**src/hw/rtl/nnis_pkg.sv**
```systemverilog
// Shared types, constants and register codes of the nearest-neighbor image scaler.
`default_nettype none

package nnis_pkg;

   localparam int MAX_SRC_WIDTH_DEFAULT  = 256;
   localparam int MAX_SRC_HEIGHT_DEFAULT = 256;
   localparam int PIXEL_BITS_DEFAULT     = 32;

   localparam int FRAC_BITS      = 16;
   localparam int STEP_BITS      = 24;
   localparam int COUNT_BITS     = 12;
   localparam int SRC_SIZE_BITS  = 9;
   localparam int COORD_BITS     = 8;
   localparam int PORT_PIX_BITS  = 32;
   localparam int CSR_INDEX_BITS = 2;
   localparam int CSR_DATA_BITS  = 12;
   localparam int SIZE_RESET     = 256;

   localparam logic [CSR_INDEX_BITS-1:0] CSR_SRC_WIDTH  = 2'd0;
   localparam logic [CSR_INDEX_BITS-1:0] CSR_SRC_HEIGHT = 2'd1;
   localparam logic [CSR_INDEX_BITS-1:0] CSR_DST_WIDTH  = 2'd2;
   localparam logic [CSR_INDEX_BITS-1:0] CSR_DST_HEIGHT = 2'd3;

   localparam logic REQ_WRITE = 1'b0;
   localparam logic REQ_FETCH = 1'b1;

   typedef struct packed {
      logic store_write;
      logic frame_init;
      logic div_start;
      logic div_sel_y;
      logic step_x_load;
      logic step_y_load;
      logic read_en;
      logic out_load;
   } cmd_type;

   typedef struct packed {
      logic frame_started;
      logic div_busy;
      logic out_blocked;
   } status_type;

endpackage

`default_nettype wire

```
**src/hw/rtl/nnis_ctrl.sv**
```systemverilog
// Controller state machine that sequences writes, step divisions and pixel fetches.
`default_nettype none

module nnis_ctrl (
   input  wire logic                clock,
   input  wire logic                reset,
   input  wire logic                req_valid,
   input  wire logic                req_type,
   input  wire nnis_pkg::status_type status,
   output logic                     req_stall,
   output nnis_pkg::cmd_type        cmd
);

   localparam logic [2:0] S_IDLE  = 3'd0;
   localparam logic [2:0] S_DIV_X = 3'd1;
   localparam logic [2:0] S_DIV_Y = 3'd2;
   localparam logic [2:0] S_READ  = 3'd3;
   localparam logic [2:0] S_LOAD  = 3'd4;

   logic [2:0] state_ff, state_in;

   always_comb begin
      state_in  = state_ff;
      cmd       = '0;
      req_stall = 1'b1;
      case (state_ff)
         S_IDLE: begin
            req_stall = 1'b0;
            if (req_valid) begin
               if (req_type == nnis_pkg::REQ_WRITE) begin
                  cmd.store_write = 1'b1;
               end else if (status.frame_started) begin
                  state_in = S_READ;
               end else begin
                  cmd.frame_init = 1'b1;
                  cmd.div_start  = 1'b1;
                  state_in       = S_DIV_X;
               end
            end
         end
         S_DIV_X: begin
            if (!status.div_busy) begin
               cmd.step_x_load = 1'b1;
               cmd.div_start   = 1'b1;
               cmd.div_sel_y   = 1'b1;
               state_in        = S_DIV_Y;
            end
         end
         S_DIV_Y: begin
            if (!status.div_busy) begin
               cmd.step_y_load = 1'b1;
               state_in        = S_READ;
            end
         end
         S_READ: begin
            cmd.read_en = 1'b1;
            state_in    = S_LOAD;
         end
         S_LOAD: begin
            if (!status.out_blocked) begin
               cmd.out_load = 1'b1;
               state_in     = S_IDLE;
            end
         end
         default: begin
            state_in = S_IDLE;
         end
      endcase
   end

   always_ff @(posedge clock) begin
      if (reset) begin
         state_ff <= S_IDLE;
      end else begin
         state_ff <= state_in;
      end
   end

endmodule

`default_nettype wire

```
**config.mk**
```make
export PLATFORM = sky130hd
export DESIGN_NAME = nnis_ctrl
export DESIGN_NICKNAME = d
export VERILOG_FILES = /design/src/hw/rtl/nnis_pkg.sv /design/src/hw/rtl/nnis_ctrl.sv
export SDC_FILE = /design/constraint.sdc
export NUM_CORES = 1
export LEC_CHECK = 0
export BUFFER_PORTS_ARGS = -buffer_cell sky130_fd_sc_hd__buf_2
export CORE_AREA = 2 2 39 41
export CTS_CLUSTER_DIAMETER = 200
export DETAILED_ROUTE_END_ITERATION = 8
export DIE_AREA = 0 0 41 43
export GPL_TIMING_DRIVEN = 0
export SLEW_MARGIN = 0
export SYNTH_ARGS = -nofsm -noshare
export SYNTH_HDL_FRONTEND = slang
export SYNTH_SLANG_ARGS = --single-unit
export TNS_END_PERCENT = 20
```
**constraint.sdc**
```tcl
create_clock -name clock -period 1.6 [get_ports clock]
set_input_delay 0 -clock clock [delete_from_list [all_inputs] [get_ports clock]]
set_output_delay 0 -clock clock [all_outputs]
set_load 0.01 [all_outputs]
```
==> metrics.txt, run 1 <==
buffers inserted during post-CTS setup optimization 0; via count normalized by instance count 4.36; #FFs+latches synth 3; Routability Congestion 0.738; Final Hold Slack 0.0283 ns; cell type contributing the most total cell area after synthesis sky130_fd_sc_hd__dfxtp_1; time the worst path needs with I/O delays and setup 1.31 ns; Clock power frac 39.1%; Max clock buf depth 2; antenna violations before repair 0; initial core utilization 17.6%; slew of the pin with the lowest slew margin 0.374 ns; peak supply drop 0.606 mV; Crit path buffers/inverters 1; area share of the largest cell type after synthesis 24.6%; clock tree root buffer cell sky130_fd_sc_hd__clkbuf_4; final slew viol count 0; power per cell area 907 nW/um^2; number of H-tree branching levels 1; number of cells in the finished layout apart from fillers 59; Async SR Flop Fraction 0%; number of sinks handled by clock tree synthesis 3; library cells used by synthesis 20; static leakage 0.183 nW; detailed-route wire length 529 um; portion of the post-synthesis area used by sequential elements 24.6%; register name with the most flops state_ff; Critical Path, Cell by Cell or3_4, nor3b_2, buf_2; fraction of final layout cells with drive strength greater than 1 60.5%; CP Class reg -> out; final HPWL from detailed placement 416 um; Gates resized, CTS repair 0; layer with the highest usage met2; max frequency 764 MHz; Congestion Overflow GR 0; post-route standard cell area excluding fillers 365 sq um; GR Util All Layers 7.31%; FF-to-FF setup slack 0.52 ns; slowest cell delay on critical path 0.40 ns; endpoints failing setup 0; slowest CP cell sky130_fd_sc_hd__or3_4; die area 1760 sq um; area growth from synthesis to final layout 49.7%; largest net degree at the start of global routing 11; Worst Setup Slack, final 0.291 ns; First-pass DRT Iterations 2; met3 track demand over resource 6.28%; Switch Pwr 0.0982 mW; Worst-Skew Late Latency 0.23 ns; launching element of the worst setup path state_ff[2]$_SDFFE_PP0P_; power after layout 0.331 mW; dpl ws 0.514 ns; clock buffer count from CTS 3; capture point of the worst reg-to-reg path state_ff[0]$_SDFFE_PP0P_; global routing usage on met2 8.75%; most frequent cell after synthesis sky130_fd_sc_hd__dfxtp_1; unrepaired setup endpoints after global routing false; Critical Path Sink Type output port; cell area after synthesis 244 sq um; number of placement rows 14; # placed instances 55; hold-critical path depth 2; via count of the first global-routing pass 198; relative max-transition margin 74.9%; combinational share of power 34.7%; number of instances in the synthesized netlist 24; vias post-DR 257; startpoint of the most critical hold path reset; met1 Use GR 8.63%; final sum of negative setup slack 0 ns; clock-pin slew on the worst setup and hold paths 0.04 ns; first-pass GRT wire length 807 um; R2R depth 2; final setup skew 0.000931 ns; Ports 16; Internal 0.233 mW; commonest cells in the netlist sky130_fd_sc_hd__dfxtp_1, sky130_fd_sc_hd__buf_2, sky130_fd_sc_hd__nor4b_1; count of hold-fix buffers inserted at cts 0; count of flip-flops with a built-in enable after synthesis 0; post-route fraction of the period consumed by the critical path 81.8%; detailed-route DRC error count 0; antenna cell count 0; Hold/Removal Path Class in -> reg; CTS tree done; top cells by area in the synthesized netlist sky130_fd_sc_hd__dfxtp_1, sky130_fd_sc_hd__nor4b_1, sky130_fd_sc_hd__a2111oi_2; registers with the most flip-flops state_ff x3; post-route ant nets 0; final hold violations 0; final core utilization 26.4%; routed wirelength normalized by instance count 8.97 um; cell class contributing the biggest share of worst-path delay simple AND/OR/NAND/NOR gates; number of input and output port buffers inserted 15; Arr. time, crit path 1.31 ns; run status finished, final reports clean; endpoint of the worst hold path state_ff[2]$_SDFFE_PP0P_; Worst EP required 1.60 ns; syn_nets 31; Synth warnings 0; die extent in y 43 um; floorplan die width 41 um; number of DRC violations after detailed-routing iteration 0 2; number of violations of the max-capacitance limit 0; nets 51; Worst R2R Start state_ff[2]$_SDFFE_PP0P_; average footprint of a synthesized cell 10.2 sq um; switching power as a share of total power 29.6%; Flop pwr share 26.2%; sort of element at the start of the critical path flip-flop; area inside the core boundary 1380 sq um; top flip-flop cell by instance count after synthesis sky130_fd_sc_hd__dfxtp_1; Critical Path Stages 3; worst-path fanout max 8; Largest register FFs 3; post-placement cell area 339 sq um
==> metal layers <==
layer	vias up	share of wire, %	routed length, um
li1	135	-	-
met1	109	51	268
met2	13	38	200
met3	0	11	60
met4	0	0	0
met5	-	0	0
==> how the worst max path moves through the flow <==
stage               slack (ns)      to
floorplan                 0.52  cmd[5]
global placement          0.52  cmd[4]
detailed placement        0.51  cmd[7]
CTS                       0.26  cmd[7]
global route              0.16  cmd[4]
finish                    0.29  cmd[7]
==> cells in the final DEF, fill, tap and decap left out, types with 2 or more instances in the layout <==
cell type and n:
sky130_fd_sc_hd__buf_2 17, sky130_fd_sc_hd__clkbuf_4 3, sky130_fd_sc_hd__dfxtp_1 3, sky130_fd_sc_hd__nor4b_1 2
==> logic make-up (layout without fill, tap and decap cells) <==
kind of cell,Yosys count,count (layout),share of synthesized area [%]
and+or+nand+nor,13,13,48.2
DFF,3,3,24.6
buffers and inverters,3,22,7.18
AOI/OAI and AO/OA,5,5,20.0
==> layout make-up <==
| type | count | area [sq um] |
|---|---|---|
| multi-input cells | 18 | 166 |
| plain buffers | 3 | 17.5 |
| clock buffers | 4 | 26.3 |
| fillers | 153 | 1020 |
| repair buffers | 15 | 75.1 |
| well taps | 16 | 20.0 |
| flip-flops and latches | 3 | 60.1 |
==> power by group through the flow <==
stage	Sequential, mW	Combinational (mW)	Clock [mW]
after floorplan	0.0871	0.0793	0
after global placement	0.0879	0.115	0
after detailed placement	0.0881	0.116	0
after CTS	0.0869	0.116	0.138
after global routing	0.0877	0.127	0.149
final	0.0868	0.115	0.129
Power figures use the tool's default switching activity.
==> inputs of run 2 (changes only) <==
- clock period: 1.6 -> 1.3 ns (I/O delays scaled with it)
==> run 2 against run 1 <==
Net effect: clock-buffer cell count did not move; global-route usage grew 0.20 points; core utilization increased by 3.1 points; worst setup slack got worse by 0.21 ns; first-iteration DRC count is 50% lower; clock skew shrank 0.00052 ns; critical endpoint unchanged; largest cell class unchanged; largest power group is now combinational cells; highest routed layer unchanged.
==> metrics.txt, run 2 (same netlist as run 1, synthesis figures left out) <==
run status finished, final reports clean (unchanged); number of violations of the max-capacitance limit 0 (unchanged); R2R depth 3 (was 2); Largest register FFs 3 (unchanged); capture point of the worst reg-to-reg path state_ff[0]$_SDFFE_PP0P_ (unchanged); number of H-tree branching levels 1 (unchanged); unrepaired setup endpoints after global routing false (unchanged); Critical Path Sink Type output port (unchanged); fraction of final layout cells with drive strength greater than 1 65.9% (was 60.5%); Routability Congestion 0.738 (unchanged); static leakage 0.196 nW (was 0.183 nW); largest net degree at the start of global routing 11 (unchanged); detailed-route wire length 527 um (was 529 um); final setup skew 0.000407 ns (was 0.000931 ns); number of cells in the finished layout apart from fillers 60 (was 59); combined area of the multi-input logic cells 184 sq um (was 166 sq um); register cell area after layout 65.1 sq um (was 60.1 sq um); filler cell count 147 (was 153); FF-to-FF setup slack 0.12 ns (was 0.52 ns); power per cell area 1060 nW/um^2 (was 907 nW/um^2); First-pass DRT Iterations 2 (unchanged); nets 52 (was 51); area growth from synthesis to final layout 67.2% (was 49.7%); final slew viol count 0 (unchanged); relative max-transition margin 74.9% (about the same); worst-path fanout max 5 (was 8); Max clock buf depth 2 (unchanged); CP Class reg -> out (unchanged); power after layout 0.431 mW (was 0.331 mW); Final Hold Slack 0.0201 ns (was 0.0283 ns); floorplan die width 41 um (unchanged); endpoint of the worst hold path state_ff[2]$_SDFFE_PP0P_ (unchanged); via count of the first global-routing pass 202 (was 198); GR Util All Layers 7.52% (was 7.31%); final HPWL from detailed placement 416 um (unchanged); detailed-route DRC error count 0 (unchanged); Congestion Overflow GR 0 (unchanged); time the worst path needs with I/O delays and setup 1.22 ns; via count normalized by instance count 4.28 (was 4.36); Worst R2R Start state_ff[2]$_SDFFE_PP0P_ (unchanged); number of sinks handled by clock tree synthesis 3 (unchanged); # placed instances 55 (unchanged); hold-critical path depth 2 (unchanged); area inside the core boundary 1380 sq um (unchanged); clock buffer count from CTS 3 (unchanged); dpl ws 0.214 ns (was 0.514 ns); post-route fraction of the period consumed by the critical path 93.5%; antenna violations before repair 0 (unchanged); endpoints failing setup 0 (unchanged); Worst-Skew Late Latency 0.23 ns (about the same); Ports 16 (unchanged); die area 1760 sq um (unchanged); startpoint of the most critical hold path reset (unchanged); sort of element at the start of the critical path flip-flop (unchanged); clock tree root buffer cell sky130_fd_sc_hd__clkbuf_4 (unchanged); Worst Setup Slack, final 0.0849 ns (was 0.291 ns); vias post-DR 257 (unchanged); registers with the most flip-flops state_ff x3 (unchanged); first-pass GRT wire length 828 um (was 807 um); Worst EP required 1.30 ns (was 1.60 ns); number of input and output port buffers inserted 15 (unchanged); number of DRC violations after detailed-routing iteration 0 1 (was 2); most common library cell in the layout ignoring fill and taps sky130_fd_sc_hd__buf_2 (unchanged); slew of the pin with the lowest slew margin 0.374 ns (about the same); Arr. time, crit path 1.22 ns (was 1.31 ns); final hold violations 0 (unchanged); peak supply drop 0.728 mV (was 0.606 mV); antenna cell count 0 (unchanged); die extent in y 43 um (unchanged); post-route ant nets 0 (unchanged); clock-pin slew on the worst setup and hold paths 0.04 ns (about the same); number of placement rows 14 (unchanged); commonest cells after routing, fill and taps aside sky130_fd_sc_hd__buf_2, sky130_fd_sc_hd__clkbuf_4, sky130_fd_sc_hd__buf_6, sky130_fd_sc_hd__nor4b_1, sky130_fd_sc_hd__buf_4 (was sky130_fd_sc_hd__buf_2, sky130_fd_sc_hd__clkbuf_4, sky130_fd_sc_hd__dfxtp_1); CTS tree done (unchanged); Hold/Removal Path Class in -> reg (unchanged); initial core utilization 17.6% (unchanged); register name with the most flops state_ff (unchanged); max frequency 823 MHz; routed wirelength normalized by instance count 8.78 um (was 8.97 um)
-- run 2: changes by cell type in the layout (fill, tap and decap cells not counted) --
cell / delta
sky130_fd_sc_hd__buf_2: -2
sky130_fd_sc_hd__buf_6: +2
sky130_fd_sc_hd__dfxtp_1: -2
sky130_fd_sc_hd__buf_4: +1
sky130_fd_sc_hd__dfxtp_2: +1
sky130_fd_sc_hd__dfxtp_4: +1
sky130_fd_sc_hd__nor4_2: -1
sky130_fd_sc_hd__nor4_4: +1
sky130_fd_sc_hd__nor4b_2: -1
sky130_fd_sc_hd__nor4b_4: +1
-- run 2: critical path, stage by stage, from the launching register on --
cell	delay, ns
sky130_fd_sc_hd__dfxtp_4	0.36
sky130_fd_sc_hd__or3_4	0.33
sky130_fd_sc_hd__nor3b_2	0.15
sky130_fd_sc_hd__buf_2	0.14
-- run 2: power by group --
| group | internal (mW) | switching (mW) | leakage, nW |
|---|---|---|---|
| logic | 0.0864 | 0.0766 | 0.155 |
| clock network | 0.115 | 0.0441 | 0.0150 |
| registers | 0.101 | 0.00726 | 0.0257 |
| total | 0.303 | 0.128 | 0.196 |
-- run 2: metal layers --
layer	track usage, %	wire length (um)	up-vias	part of all wire [%]
met3	6.28	60	0	11
met4	4.00	0	0	0
met5	0	0	-	0
li1	-	-	139	-
met1	9.27	269	105	51
met2	8.75	197	13	37
-- run 2: final cells by class --
class	instances	area share (%)
buffer	3	7.36
timing repair buffer	16	20.2
sequential	3	16.0
tap	16	4.91
clock buffer	4	6.44
multi-input combinational	18	45.1
-- run 2: worst max-delay path by stage --
stage | from | to | slack [ns] | cells after the start
after floorplan | state_ff[1]$_SDFFE_PP0P_ | cmd[5] | 0.22 | 3
after global placement | state_ff[1]$_SDFFE_PP0P_ | cmd[4] | 0.22 | 4
after CTS | state_ff[2]$_SDFFE_PP0P_ | cmd[7] | -0.01 | 3
after detailed placement | state_ff[2]$_SDFFE_PP0P_ | cmd[7] | 0.21 | 3
final | state_ff[2]$_SDFFE_PP0P_ | cmd[7] | 0.08 | 3
after global routing | state_ff[2]$_SDFFE_PP0P_ | cmd[7] | 0.02 | 3
-- run 2: metrics by stage --
stage | cell area, sq um | TNS [ns] | utilization [%]
3_5_place_dp | 339 | 0 | 24.5
6_report | 408 | 0 | 29.5
5_1_grt | 408 | 0 | 29.5
2_1_floorplan | 244 | 0 | -
3_3_place_gp | 339 | 0 | 24.5
4_1_cts | 384 | -0.0127 | 27.8
-- run 2: timing repair --
action	4_1_cts	5_1_grt
endpoints found under the setup margin	4	6
setup buffers	0	1
resized for setup	3	8
hold buffers	0	0
pin swaps	0	4
==> inputs of run 3 (changes only) <==
- CELL_PAD_IN_SITES_DETAIL_PLACEMENT: not set -> 0
- CELL_PAD_IN_SITES_GLOBAL_PLACEMENT: not set -> 1
- PLACE_DENSITY_LB_ADDON: not set -> 0.1
==> run 3 against run 2 <==
Net effect: sequential power about the same; power grew 5.0%; clock-buffer cell count stayed put; critical endpoint unchanged; largest cell class unchanged; largest power group unchanged.
==> metrics.txt, run 3 (same netlist as run 1, synthesis figures left out) <==
static leakage 0.202 nW (was 0.196 nW); die area 1760 sq um (unchanged); Switch Pwr 0.139 mW (was 0.128 mW); Worst EP required 1.30 ns (about the same); Internal 0.313 mW (was 0.303 mW); FF-to-FF setup slack 0.17 ns (was 0.12 ns); largest net degree at the start of global routing 11 (unchanged); final HPWL from detailed placement 487 um (was 416 um); final setup skew 0.00273 ns (was 0.000407 ns); vias post-DR 277 (was 257); Hold/Removal Path Class in -> reg (unchanged); R2R depth 4 (was 3); power after layout 0.452 mW (was 0.431 mW); via count normalized by instance count 4.54 (was 4.28); number of violations of the max-capacitance limit 0 (unchanged); most common library cell in the layout ignoring fill and taps sky130_fd_sc_hd__buf_2 (unchanged); detailed-route DRC error count 0 (unchanged); sort of element at the start of the critical path flip-flop (unchanged); die extent in y 43 um (unchanged); number of H-tree branching levels 1 (unchanged); antenna violations before repair 0 (unchanged); relative max-transition margin 74.5% (was 74.9%); number of input and output port buffers inserted 15 (unchanged); Worst-Skew Late Latency 0.23 ns (about the same); floorplan die width 41 um (unchanged); clock-pin slew on the worst setup and hold paths 0.04 ns (about the same); run status finished, final reports clean (unchanged); commonest cells after routing, fill and taps aside sky130_fd_sc_hd__buf_2, sky130_fd_sc_hd__buf_6, sky130_fd_sc_hd__buf_4, sky130_fd_sc_hd__clkbuf_4, sky130_fd_sc_hd__nor4b_1 (was sky130_fd_sc_hd__buf_2, sky130_fd_sc_hd__clkbuf_4, sky130_fd_sc_hd__buf_6, sky130_fd_sc_hd__nor4b_1, sky130_fd_sc_hd__buf_4); area growth from synthesis to final layout 72.8% (was 67.2%); combinational share of power 39.4% (was 37.9%); count of hold-fix buffers inserted at cts 0 (unchanged); fraction of final layout cells with drive strength greater than 1 66.7% (was 65.9%); Largest register FFs 3 (unchanged); Routability Congestion 0.646 (was 0.738); slew of the pin with the lowest slew margin 0.380 ns (was 0.374 ns); First-pass DRT Iterations 3 (was 2); Final Hold Slack 0.0199 ns (was 0.0201 ns); registers with the most flip-flops state_ff x3 (unchanged); number of DRC violations after detailed-routing iteration 0 1 (unchanged); post-route fraction of the period consumed by the critical path 97.3% (was 93.5%); peak supply drop 0.361 mV (was 0.728 mV); endpoints failing setup 0 (unchanged); unrepaired setup endpoints after global routing true (was false); final hold violations 0 (unchanged); clock buffer count from CTS 3 (unchanged); time the worst path needs with I/O delays and setup 1.26 ns (was 1.22 ns); CTS tree done (unchanged); Critical Path Stages 3 (unchanged); # placed instances 55 (unchanged); number of placement rows 14 (unchanged); cell class contributing the biggest share of worst-path delay simple AND/OR/NAND/NOR gates (unchanged); area inside the core boundary 1380 sq um (unchanged); number of cells in the finished layout apart from fillers 61 (was 60); post-route ant nets 0 (unchanged); initial core utilization 17.6% (unchanged); power per cell area 1070 nW/um^2 (was 1060 nW/um^2); Critical Path, Cell by Cell or3_4, nor3b_2, buf_2 (unchanged); switching power as a share of total power 30.8% (was 29.7%); antenna cell count 0 (unchanged); slowest CP cell sky130_fd_sc_hd__dfxtp_4 (unchanged); Critical Path Sink Type output port (unchanged); Flop pwr share 24.2% (was 25.2%); max frequency 791 MHz (was 823 MHz); routed wirelength normalized by instance count 11.2 um (was 8.78 um); Congestion Overflow GR 0 (unchanged); Ports 16 (unchanged); number of sinks handled by clock tree synthesis 3 (unchanged); first-pass GRT wire length 1080 um (was 828 um); Arr. time, crit path 1.26 ns (was 1.22 ns); Crit path buffers/inverters 1 (unchanged); clock tree root buffer cell sky130_fd_sc_hd__clkbuf_4 (unchanged); final slew viol count 0 (unchanged); slowest cell delay on critical path 0.37 ns (was 0.36 ns); worst-path fanout max 8 (was 5); hold-critical path depth 2 (unchanged); Max clock buf depth 2 (unchanged); nets 53 (was 52); Clock power frac 36.4% (was 36.9%); CP Class reg -> out (unchanged); via count of the first global-routing pass 251 (was 202); register name with the most flops state_ff (unchanged); detailed-route wire length 681 um (was 527 um); GR Util All Layers 9.43% (was 7.52%)
## run 3: cell types whose count changed in the layout (fill, tap and decap cells not counted), sizes merged
cell and change:
buf +1
## run 3: cell type report
class / count / area, sq um
Buffer: 3 / 30.0
Clock buffer: 4 / 26.3
Fill cell: 171 / 962
Multi-Input combinational cell: 18 / 184
Sequential cell: 3 / 65.1
Tap cell: 16 / 20.0
Timing Repair Buffer: 17 / 96.3
## run 3: power groups by stage
stage                     Sequential, mW  Clock [mW]  Combinational [mW]
after floorplan                    0.107           0              0.0976
after global placement             0.108           0               0.145
after detailed placement           0.109           0               0.145
after CTS                          0.107       0.177               0.160
after global routing               0.110       0.188               0.196
final                              0.109       0.165               0.178
## run 3: repair_timing
item                       4_1_cts  5_1_grt
setup buffers                    0        2
pin swaps                        2        1
setup endpoints to repair        4        6
resized for setup                5        7
## run 3: worst paths after layout
| kind | from | endpoint |
|---|---|---|
| setup / recovery | state_ff[2]$_SDFFE_PP0P_ | cmd[7] |
| hold / removal | reset | state_ff[2]$_SDFFE_PP0P_ |
| hold reg to reg | state_ff[2]$_SDFFE_PP0P_ | state_ff[1]$_SDFFE_PP0P_ |
| setup reg to reg | state_ff[1]$_SDFFE_PP0P_ | state_ff[1]$_SDFFE_PP0P_ |
## run 3: worst register-to-register path, cell delays in order (launching register included)
cell	delay (ns)
sky130_fd_sc_hd__dfxtp_2	0.31
sky130_fd_sc_hd__buf_6	0.13
sky130_fd_sc_hd__buf_4	0.14
sky130_fd_sc_hd__a211oi_1	0.32
sky130_fd_sc_hd__nor4_1	0.10
## run 3: per-layer routing
metal  vias to the layer above  wire length [um]  global-route usage, %
li1                        137                 -                      -
met1                       131               282                   10.9
met2                         9               348                   12.5
met3                         0                50                   5.76
met4                         0                 0                   6.00
met5                         -                 0                      0
## run 3: through the flow
stage               util, %  setup slack (ns)  setup TNS [ns]  cell area (sq um)
finish                 30.5            0.0356               0                422
global route           30.5           -0.0457          -0.124                422
CTS                    28.1          -0.00873        -0.00873                389
detailed placement     24.5             0.192               0                339
global placement       24.5             0.222               0                339
floorplan                 -             0.217               0                244
